## config.mk

```make
export PLATFORM = sky130hd
export DESIGN_NAME = mandelbrot_escape_count_core
export DESIGN_NICKNAME = d
export VERILOG_FILES = /design/src/hdl/mbe_pkg.sv /design/src/hdl/mbe_mul.sv /design/src/hdl/mbe_ctrl.sv /design/src/hdl/mandelbrot_escape_count_core.sv
export SDC_FILE = /design/constraint.sdc
export NUM_CORES = 2
export LEC_CHECK = 0
export BUFFER_PORTS_ARGS = -buffer_cell sky130_fd_sc_hd__buf_2
export CORE_UTILIZATION = 55
export DETAILED_ROUTE_END_ITERATION = 7
export PLACE_DENSITY = 0.71
export SKIP_LAST_GASP = 1
export SLEW_MARGIN = 0
export SYNTH_ARGS = -nofsm -noshare
export SYNTH_HDL_FRONTEND = slang
export SYNTH_SLANG_ARGS = --single-unit
```

## constraint.sdc

```tcl
create_clock -name clk -period 20.6 [get_ports clk]
set_input_delay 0 -clock clk [delete_from_list [all_inputs] [get_ports clk]]
set_output_delay 0 -clock clk [all_outputs]
set_load 0.02 [all_outputs]
```

## src/hdl/mbe_pkg.sv

```systemverilog
// Package: types, constants and helpers for the Mandelbrot escape counter.
package mbe_pkg;

  localparam int FRAC_BITS = 28;

  localparam logic signed [31:0] RST_X_ORIGIN = 32'(-(5 * 2 ** (FRAC_BITS - 1)));
  localparam logic [30:0]        RST_X_STEP   = 31'(7 * 2 ** (FRAC_BITS - 6));
  localparam logic signed [31:0] RST_Y_ORIGIN = 32'(-(2 ** FRAC_BITS));
  localparam logic [30:0]        RST_Y_STEP   = 31'((2 * 2 ** FRAC_BITS) / 22);
  localparam logic [7:0]         RST_MAX_ITER = 8'd15;

  localparam logic [63:0] MAG_LIMIT = 64'd4 << (2 * FRAC_BITS);

  localparam logic [2:0] REG_X_ORIGIN = 3'd0;
  localparam logic [2:0] REG_X_STEP   = 3'd1;
  localparam logic [2:0] REG_Y_ORIGIN = 3'd2;
  localparam logic [2:0] REG_Y_STEP   = 3'd3;
  localparam logic [2:0] REG_MAX_ITER = 3'd4;

  typedef struct packed {
    logic [7:0] column;
    logic [7:0] row;
  } in_item_t;

  typedef struct packed {
    logic [7:0] iteration_count;
    logic       escaped;
  } out_item_t;

  typedef enum logic [2:0] {
    ST_IDLE,
    ST_MAPX,
    ST_MAPY,
    ST_MAPC,
    ST_MXX,
    ST_MYY,
    ST_MXY,
    ST_UPD
  } state_t;

  typedef enum logic [2:0] {
    MOP_COLX,
    MOP_ROWY,
    MOP_XX,
    MOP_YY,
    MOP_XY
  } mul_op_t;

  typedef struct packed {
    logic    idle;
    logic    load_item;
    mul_op_t mul_op;
    logic    cap_cr;
    logic    cap_ci;
    logic    cap_xx;
    logic    cap_diff;
    logic    upd_en;
    logic    finish;
  } ctl_t;

  function automatic logic signed [31:0] sat32(input logic signed [63:0] v);
    logic signed [31:0] r;
    if (v > 64'sd2147483647) begin
      r = 32'sh7FFFFFFF;
    end else if (v < -64'sd2147483648) begin
      r = 32'sh80000000;
    end else begin
      r = v[31:0];
    end
    return r;
  endfunction

endpackage

```

## src/hdl/mbe_mul.sv

```systemverilog
// Shared signed 32x32 multiplier with registered 64-bit product.
module mbe_mul import mbe_pkg::*; (
  input  logic               clk,
  input  logic signed [31:0] a,
  input  logic signed [31:0] b,
  output logic signed [63:0] p
);

  logic signed [63:0] p_r;

  always_ff @(posedge clk) begin
    p_r <= 64'(a) * 64'(b);
  end

  assign p = p_r;

endmodule

```

## src/hdl/mbe_ctrl.sv

```systemverilog
// Sequencer: steps the shared multiplier through mapping and iterations.
module mbe_ctrl import mbe_pkg::*; (
  input  logic clk,
  input  logic rst_n,
  input  logic in_valid,
  input  logic done,
  input  logic out_free,
  output ctl_t ctl
);

  state_t state_r;
  state_t state_nxt;

  always_ff @(posedge clk) begin
    if (!rst_n) begin
      state_r <= ST_IDLE;
    end else begin
      state_r <= state_nxt;
    end
  end

  always_comb begin
    state_nxt = state_r;
    unique case (state_r)
      ST_IDLE: begin
        if (in_valid) state_nxt = ST_MAPX;
      end
      ST_MAPX: state_nxt = ST_MAPY;
      ST_MAPY: state_nxt = ST_MAPC;
      ST_MAPC: state_nxt = ST_MYY;
      ST_MXX:  state_nxt = ST_MYY;
      ST_MYY:  state_nxt = ST_MXY;
      ST_MXY:  state_nxt = ST_UPD;
      ST_UPD: begin
        if (!done) begin
          state_nxt = ST_MXX;
        end else if (out_free) begin
          state_nxt = ST_IDLE;
        end
      end
      default: state_nxt = ST_IDLE;
    endcase
  end

  always_comb begin
    ctl = '0;
    ctl.mul_op = MOP_XX;
    unique case (state_r)
      ST_IDLE: begin
        ctl.idle      = 1'b1;
        ctl.load_item = in_valid;
      end
      ST_MAPX: ctl.mul_op = MOP_COLX;
      ST_MAPY: begin
        ctl.mul_op = MOP_ROWY;
        ctl.cap_cr = 1'b1;
      end
      ST_MAPC: begin
        ctl.mul_op = MOP_XX;
        ctl.cap_ci = 1'b1;
      end
      ST_MXX: ctl.mul_op = MOP_XX;
      ST_MYY: begin
        ctl.mul_op = MOP_YY;
        ctl.cap_xx = 1'b1;
      end
      ST_MXY: begin
        ctl.mul_op   = MOP_XY;
        ctl.cap_diff = 1'b1;
      end
      ST_UPD: begin
        ctl.upd_en = !done;
        ctl.finish = done && out_free;
      end
      default: ctl.idle = 1'b0;
    endcase
  end

endmodule

```

## src/hdl/mandelbrot_escape_count_core.sv

```systemverilog
// Top level: Mandelbrot escape-time counter with one shared multiplier.
//
// Input channel in_*: one item is a pixel column and row; it is taken when
// in_valid is high and in_stall is low. in_stall is high from the cycle
// after an item is taken until its result has been written to the output
// register, so one pixel is worked on at a time.
// Output channel out_*: one item per pixel, the iteration count and the
// escape flag, held in an output register until taken (out_valid high and
// out_stall low). A new pixel can be taken while that result still waits.
// The single 32x32 multiplier forms every product: mapping issues the two
// products column*x_step and row*y_step, its last step also issuing the
// first x*x, and each pass issues x*x, y*y and x*y and then updates, the
// first pass without its own x*x step. With n iterations there are n+1
// passes, the last one only checking, and the next pixel can be taken as
// soon as the result has been written to the output register.
// If out_stall holds the previous result, the finished pixel waits in its
// last step. cfg_* writes a register at any edge with cfg_we high; writes
// are expected only while idle. Reset clears the control state, drops any
// pending result and loads the default view and limit.
module mandelbrot_escape_count_core import mbe_pkg::*; (
  input  logic        clk,
  input  logic        rst_n,
  input  logic        in_valid,
  output logic        in_stall,
  input  in_item_t    in_data,
  output logic        out_valid,
  input  logic        out_stall,
  output out_item_t   out_data,
  input  logic        cfg_we,
  input  logic [2:0]  cfg_index,
  input  logic [31:0] cfg_wdata
);

  ctl_t ctl;

  logic signed [31:0] x_origin_r;
  logic [30:0]        x_step_r;
  logic signed [31:0] y_origin_r;
  logic [30:0]        y_step_r;
  logic [7:0]         max_iter_r;

  logic [7:0]         col_r;
  logic [7:0]         row_r;
  logic signed [31:0] cr_r;
  logic signed [31:0] ci_r;
  logic signed [31:0] x_r;
  logic signed [31:0] y_r;
  logic [7:0]         count_r;
  logic signed [63:0] xx_r;
  logic signed [63:0] diff_r;
  logic               mag_r;

  logic               out_valid_r;
  out_item_t          out_r;

  logic signed [31:0] mul_a;
  logic signed [31:0] mul_b;
  logic signed [63:0] prod;
  logic               lim_hit;
  logic               done;
  logic               out_free;
  logic signed [31:0] x_nxt;
  logic signed [31:0] y_nxt;
  logic signed [63:0] xy_sh;
  logic [63:0]        mag_sum;

  always_ff @(posedge clk) begin
    if (!rst_n) begin
      x_origin_r <= RST_X_ORIGIN;
      x_step_r   <= RST_X_STEP;
      y_origin_r <= RST_Y_ORIGIN;
      y_step_r   <= RST_Y_STEP;
      max_iter_r <= RST_MAX_ITER;
    end else if (cfg_we) begin
      unique case (cfg_index)
        REG_X_ORIGIN: x_origin_r <= cfg_wdata;
        REG_X_STEP:   x_step_r   <= cfg_wdata[30:0];
        REG_Y_ORIGIN: y_origin_r <= cfg_wdata;
        REG_Y_STEP:   y_step_r   <= cfg_wdata[30:0];
        REG_MAX_ITER: max_iter_r <= cfg_wdata[7:0];
        default: ;
      endcase
    end
  end

  mbe_ctrl u_ctrl (
    .clk      (clk),
    .rst_n    (rst_n),
    .in_valid (in_valid),
    .done     (done),
    .out_free (out_free),
    .ctl      (ctl)
  );

  always_comb begin
    case (ctl.mul_op)
      MOP_COLX: begin
        mul_a = {24'd0, col_r};
        mul_b = {1'b0, x_step_r};
      end
      MOP_ROWY: begin
        mul_a = {24'd0, row_r};
        mul_b = {1'b0, y_step_r};
      end
      MOP_YY: begin
        mul_a = y_r;
        mul_b = y_r;
      end
      MOP_XY: begin
        mul_a = x_r;
        mul_b = y_r;
      end
      default: begin
        mul_a = x_r;
        mul_b = x_r;
      end
    endcase
  end

  mbe_mul u_mul (
    .clk (clk),
    .a   (mul_a),
    .b   (mul_b),
    .p   (prod)
  );

  assign mag_sum  = $unsigned(xx_r) + $unsigned(prod);
  assign lim_hit  = count_r >= max_iter_r;
  assign done     = lim_hit || mag_r;
  assign out_free = !out_valid_r || !out_stall;
  assign xy_sh    = prod >>> FRAC_BITS;
  assign x_nxt    = sat32((diff_r >>> FRAC_BITS) + 64'(cr_r));
  assign y_nxt    = sat32((xy_sh <<< 1) + 64'(ci_r));

  always_ff @(posedge clk) begin
    if (ctl.load_item) begin
      col_r   <= in_data.column;
      row_r   <= in_data.row;
      x_r     <= '0;
      y_r     <= '0;
      count_r <= '0;
    end
    if (ctl.cap_cr) cr_r <= sat32(64'(x_origin_r) + prod);
    if (ctl.cap_ci) ci_r <= sat32(64'(y_origin_r) + prod);
    if (ctl.cap_xx) xx_r <= prod;
    if (ctl.cap_diff) begin
      diff_r <= xx_r - prod;
      mag_r  <= mag_sum >= MAG_LIMIT;
    end
    if (ctl.upd_en) begin
      x_r     <= x_nxt;
      y_r     <= y_nxt;
      count_r <= count_r + 8'd1;
    end
  end

  always_ff @(posedge clk) begin
    if (!rst_n) begin
      out_valid_r <= 1'b0;
    end else if (ctl.finish) begin
      out_valid_r <= 1'b1;
    end else if (!out_stall) begin
      out_valid_r <= 1'b0;
    end
  end

  always_ff @(posedge clk) begin
    if (ctl.finish) begin
      out_r.iteration_count <= count_r;
      out_r.escaped         <= !lim_hit && mag_r;
    end
  end

  assign in_stall  = !ctl.idle;
  assign out_valid = out_valid_r;
  assign out_data  = out_r;

endmodule

```

==> results.sh <==
export IMPL_drt_met1_wl_um=93300
export IMPL_min_from="in_data[12]"
export IMPL_synth_top_flop_cell="edfxtp_1"
export IMPL_clock_latency_ps=670
export IMPL_min_period_over_period_pct=59.3
export IMPL_rsz0062_at_grt="false"
export IMPL_cts_sinks=464
export IMPL_rows=130
export IMPL_ant_nets=0
export IMPL_violations="design-rule violations"
export IMPL_dr_total_vias=58500
export IMPL_synth_top_area_cell="fa_1"
export IMPL_setup_viol=0
export IMPL_drive_gt1_share_pct=4.90
export IMPL_synth_edf_count=262
export IMPL_remaining_drc_errors=1
export IMPL_final_area_um2=74100
export IMPL_synth_top_area_share_pct=31.3
export IMPL_hold_violations=0
export IMPL_fin_nets=9465
export IMPL_dr_wl_met2_um=109000
export IMPL_synth_simple_area_share_pct=15.1
export IMPL_yosysWarningCount=0
export IMPL_top_layer="met5"
export IMPL_path_common_cell="fa_1"
export IMPL_die_x_um=358
export IMPL_pin_count=67
export IMPL_max_freq_mhz=81.8
export IMPL_final_min_clock_period_ps=12220
export IMPL_worst_path_max_fanout=47
export IMPL_synth_top_family_by_area="adder cells"
export IMPL_drt_wirelength_per_cell_um=25.4
export IMPL_synth_area_top_cells="fa_1 31%, edfxtp_1 11%, ha_1 9.4%"
export IMPL_netlist_area_um2=69600
export IMPL_end_kind="register"
export IMPL_overflow=0
export IMPL_grt_max_degree=84
export IMPL_cts_tree="done"
export IMPL_initial_utilization_pct=55.4
export IMPL_fin_skew_ps=68.0
export IMPL_totalWireLength_um=241000
export IMPL_synth_xor_area_share_pct=3.53
export IMPL_numCtsBuffers=52
export IMPL_cts_max_level=2
export IMPL_crit_type="reg -> reg"
export IMPL_area_growth_pct=6.55
export IMPL_synth_seq_cells=464
export IMPL_slew_violations=0
export IMPL_syn_avg_cell_area_um2=8.85
export IMPL_status="finished with violations"
export IMPL_cap_violations=0
export IMPL_post_cts_resized=0
export IMPL_grt_pass1_vias=59300
export IMPL_place_congestion=1.03
export IMPL_core_um2=126000
export IMPL_cts_hold_buf=57
export IMPL_netlist_cell_type_count=101
export IMPL_dieArea_um2=128000
export IMPL_grtUsageTotal_pct=38.2
export IMPL_synth_compound_area_share_pct=15.3
export IMPL_drtPass1Iterations=8
export IMPL_cp_slowest_cell="a22o_1"
export IMPL_cts_buffer_depth=3
export IMPL_rr_startpoint="u_ctrl.state_r[2]$_SDFFE_PN0P_"
export IMPL_viasPerCell=6.16
export IMPL_worst_endpoint_arrival_ps=12760
export IMPL_syn_nets=9523
export IMPL_synth_mux_area_fraction_pct=0.130
export IMPL_crit_start="u_ctrl.state_r[2]$_SDFFE_PN0P_"
export IMPL_route_met3_wl_um=22500
export IMPL_slowest_delay_ps=990
export IMPL_grt_pass1_wl_um=365000
export IMPL_path_clk_slew_ps=60
export IMPL_setup_tns_ps=0
export IMPL_synthCells=7858
export IMPL_synth_adder_area_share_pct=40.7
export IMPL_final_core_utilization_pct=59.0
export IMPL_cp_start_kind="register"
export IMPL_hpwl_um=190000
export IMPL_post_cts_buffers=0
export IMPL_max_slew_margin_rel_pct=13.2
export IMPL_antenna_found_initial=10
export IMPL_die_h_um=358
export IMPL_port_buffers=66
export IMPL_crit_required_ps=21140
export IMPL_synth_seq_area_share_pct=17.1
export IMPL_drt_iter0_drc=5933
export IMPL_worstMarginPinSlew_ps=1290
export IMPL_ys_async_sr_fraction_pct=0
export IMPL_cts_root_buf="clkbuf_16"
export IMPL_place_area_um2=71700
export IMPL_hp_class="in -> reg"
final timing paths:
check                                                  to  slack [ps]  cells past startpoint
worst max-delay path                  u_mul.p[62]$_DFF_P_        8380                     26
worst min-delay path                   col_r[4]$_DFFE_PP_          40                      2
worst max register to register        u_mul.p[62]$_DFF_P_        8380                     26
worst min register to register  y_step_r[26]$_SDFFE_PN0P_         460                      2
critical path, delay by kind of cell (launching register included):
| kind | cells | cell delay (ps) |
|---|---|---|
| AND/OR/NAND/NOR | 3 | 2080 |
| flip-flops | 1 | 850 |
| buffers and inverters | 1 | 50 |
| XOR/XNOR | 1 | 140 |
| AO/OA/AOI/OAI | 12 | 4510 |
| adder cells (fa/ha/maj) | 9 | 4420 |
per-stage QoR:
stage	cells	worst slack, ps	hold WS (ps)
after floorplan	7858	10510	98.9
after global placement	9339	8850	179
after detailed placement	9339	8700	179
after CTS	9494	8600	3.27
after global routing	9496	8020	24.1
final	9499	8380	43.9
routing by layer:
layer | track usage [%] | up-vias
met3 | 7.46 | 705
met4 | 21.8 | 4
met2 | 60.8 | 2979
met1 | 48.9 | 29100
met5 | 0 | -
li1 | - | 25700
cells by family after synthesis:
| logic type | after synthesis |
|---|---|
| and+or+nand+nor | 2414 |
| adders and majority gates | 1609 |
| xor gates and xnor gates | 280 |
| DFF | 464 |
| AOI/OAI and AO/OA | 1576 |
| buffers and inverters | 1506 |
| muxes | 9 |
synth_stat cells, types with 36 or more instances:
master    instances
a211oi_1         62
a21boi_0        118
a21o_1          177
a21oi_1         411
a31oi_1          41
and2_1           41
and3_1           36
clkbuf_1        320
dfxtp_1         202
edfxtp_1        262
fa_1           1087
ha_1            522
inv_1          1153
nand2_1         981
nand2b_1         59
nand3_1         117
nand4_1          66
nor2_1          815
nor2b_1          47
nor3_1           89
nor4_1           42
o211ai_1         38
o21a_1           67
o21ai_0         216
o21bai_1        101
xnor2_1         184
xor2_1           96
final cells by class:
| class | count | area, um^2 |
|---|---|---|
| Fill cell | 11000 | 51500 |
| Clock buffer | 62 | 1390 |
| Sequential cell | 464 | 11900 |
| Antenna cell | 5 | 12.5 |
| Tap cell | 1650 | 2060 |
| Clock inverter | 36 | 485 |
| Inverter | 1154 | 4330 |
| Multi-Input combinational cell | 5888 | 52100 |
| Timing Repair Buffer | 240 | 1780 |
layout by cell type, fill, tap and decap left out, drive strengths merged, types with 47 or more instances in the layout:
cell type / count
inv: 1156
fa: 1087
nand2: 983
nor2: 815
ha: 522
a21oi: 413
edfxtp: 262
o21ai: 250
dfxtp: 202
xnor2: 184
buf: 183
a21o: 177
a21boi: 121
nand3: 117
o21bai: 104
xor2: 96
nor3: 89
o21a: 67
nand4: 66
a211oi: 63
clkbuf: 62
nand2b: 59
dlygate4sd3: 57
nor2b: 47
Power is left out: the tool's default activity adds up to more than one toggle a clock period on the data nets, which glitch-free logic cannot reach.
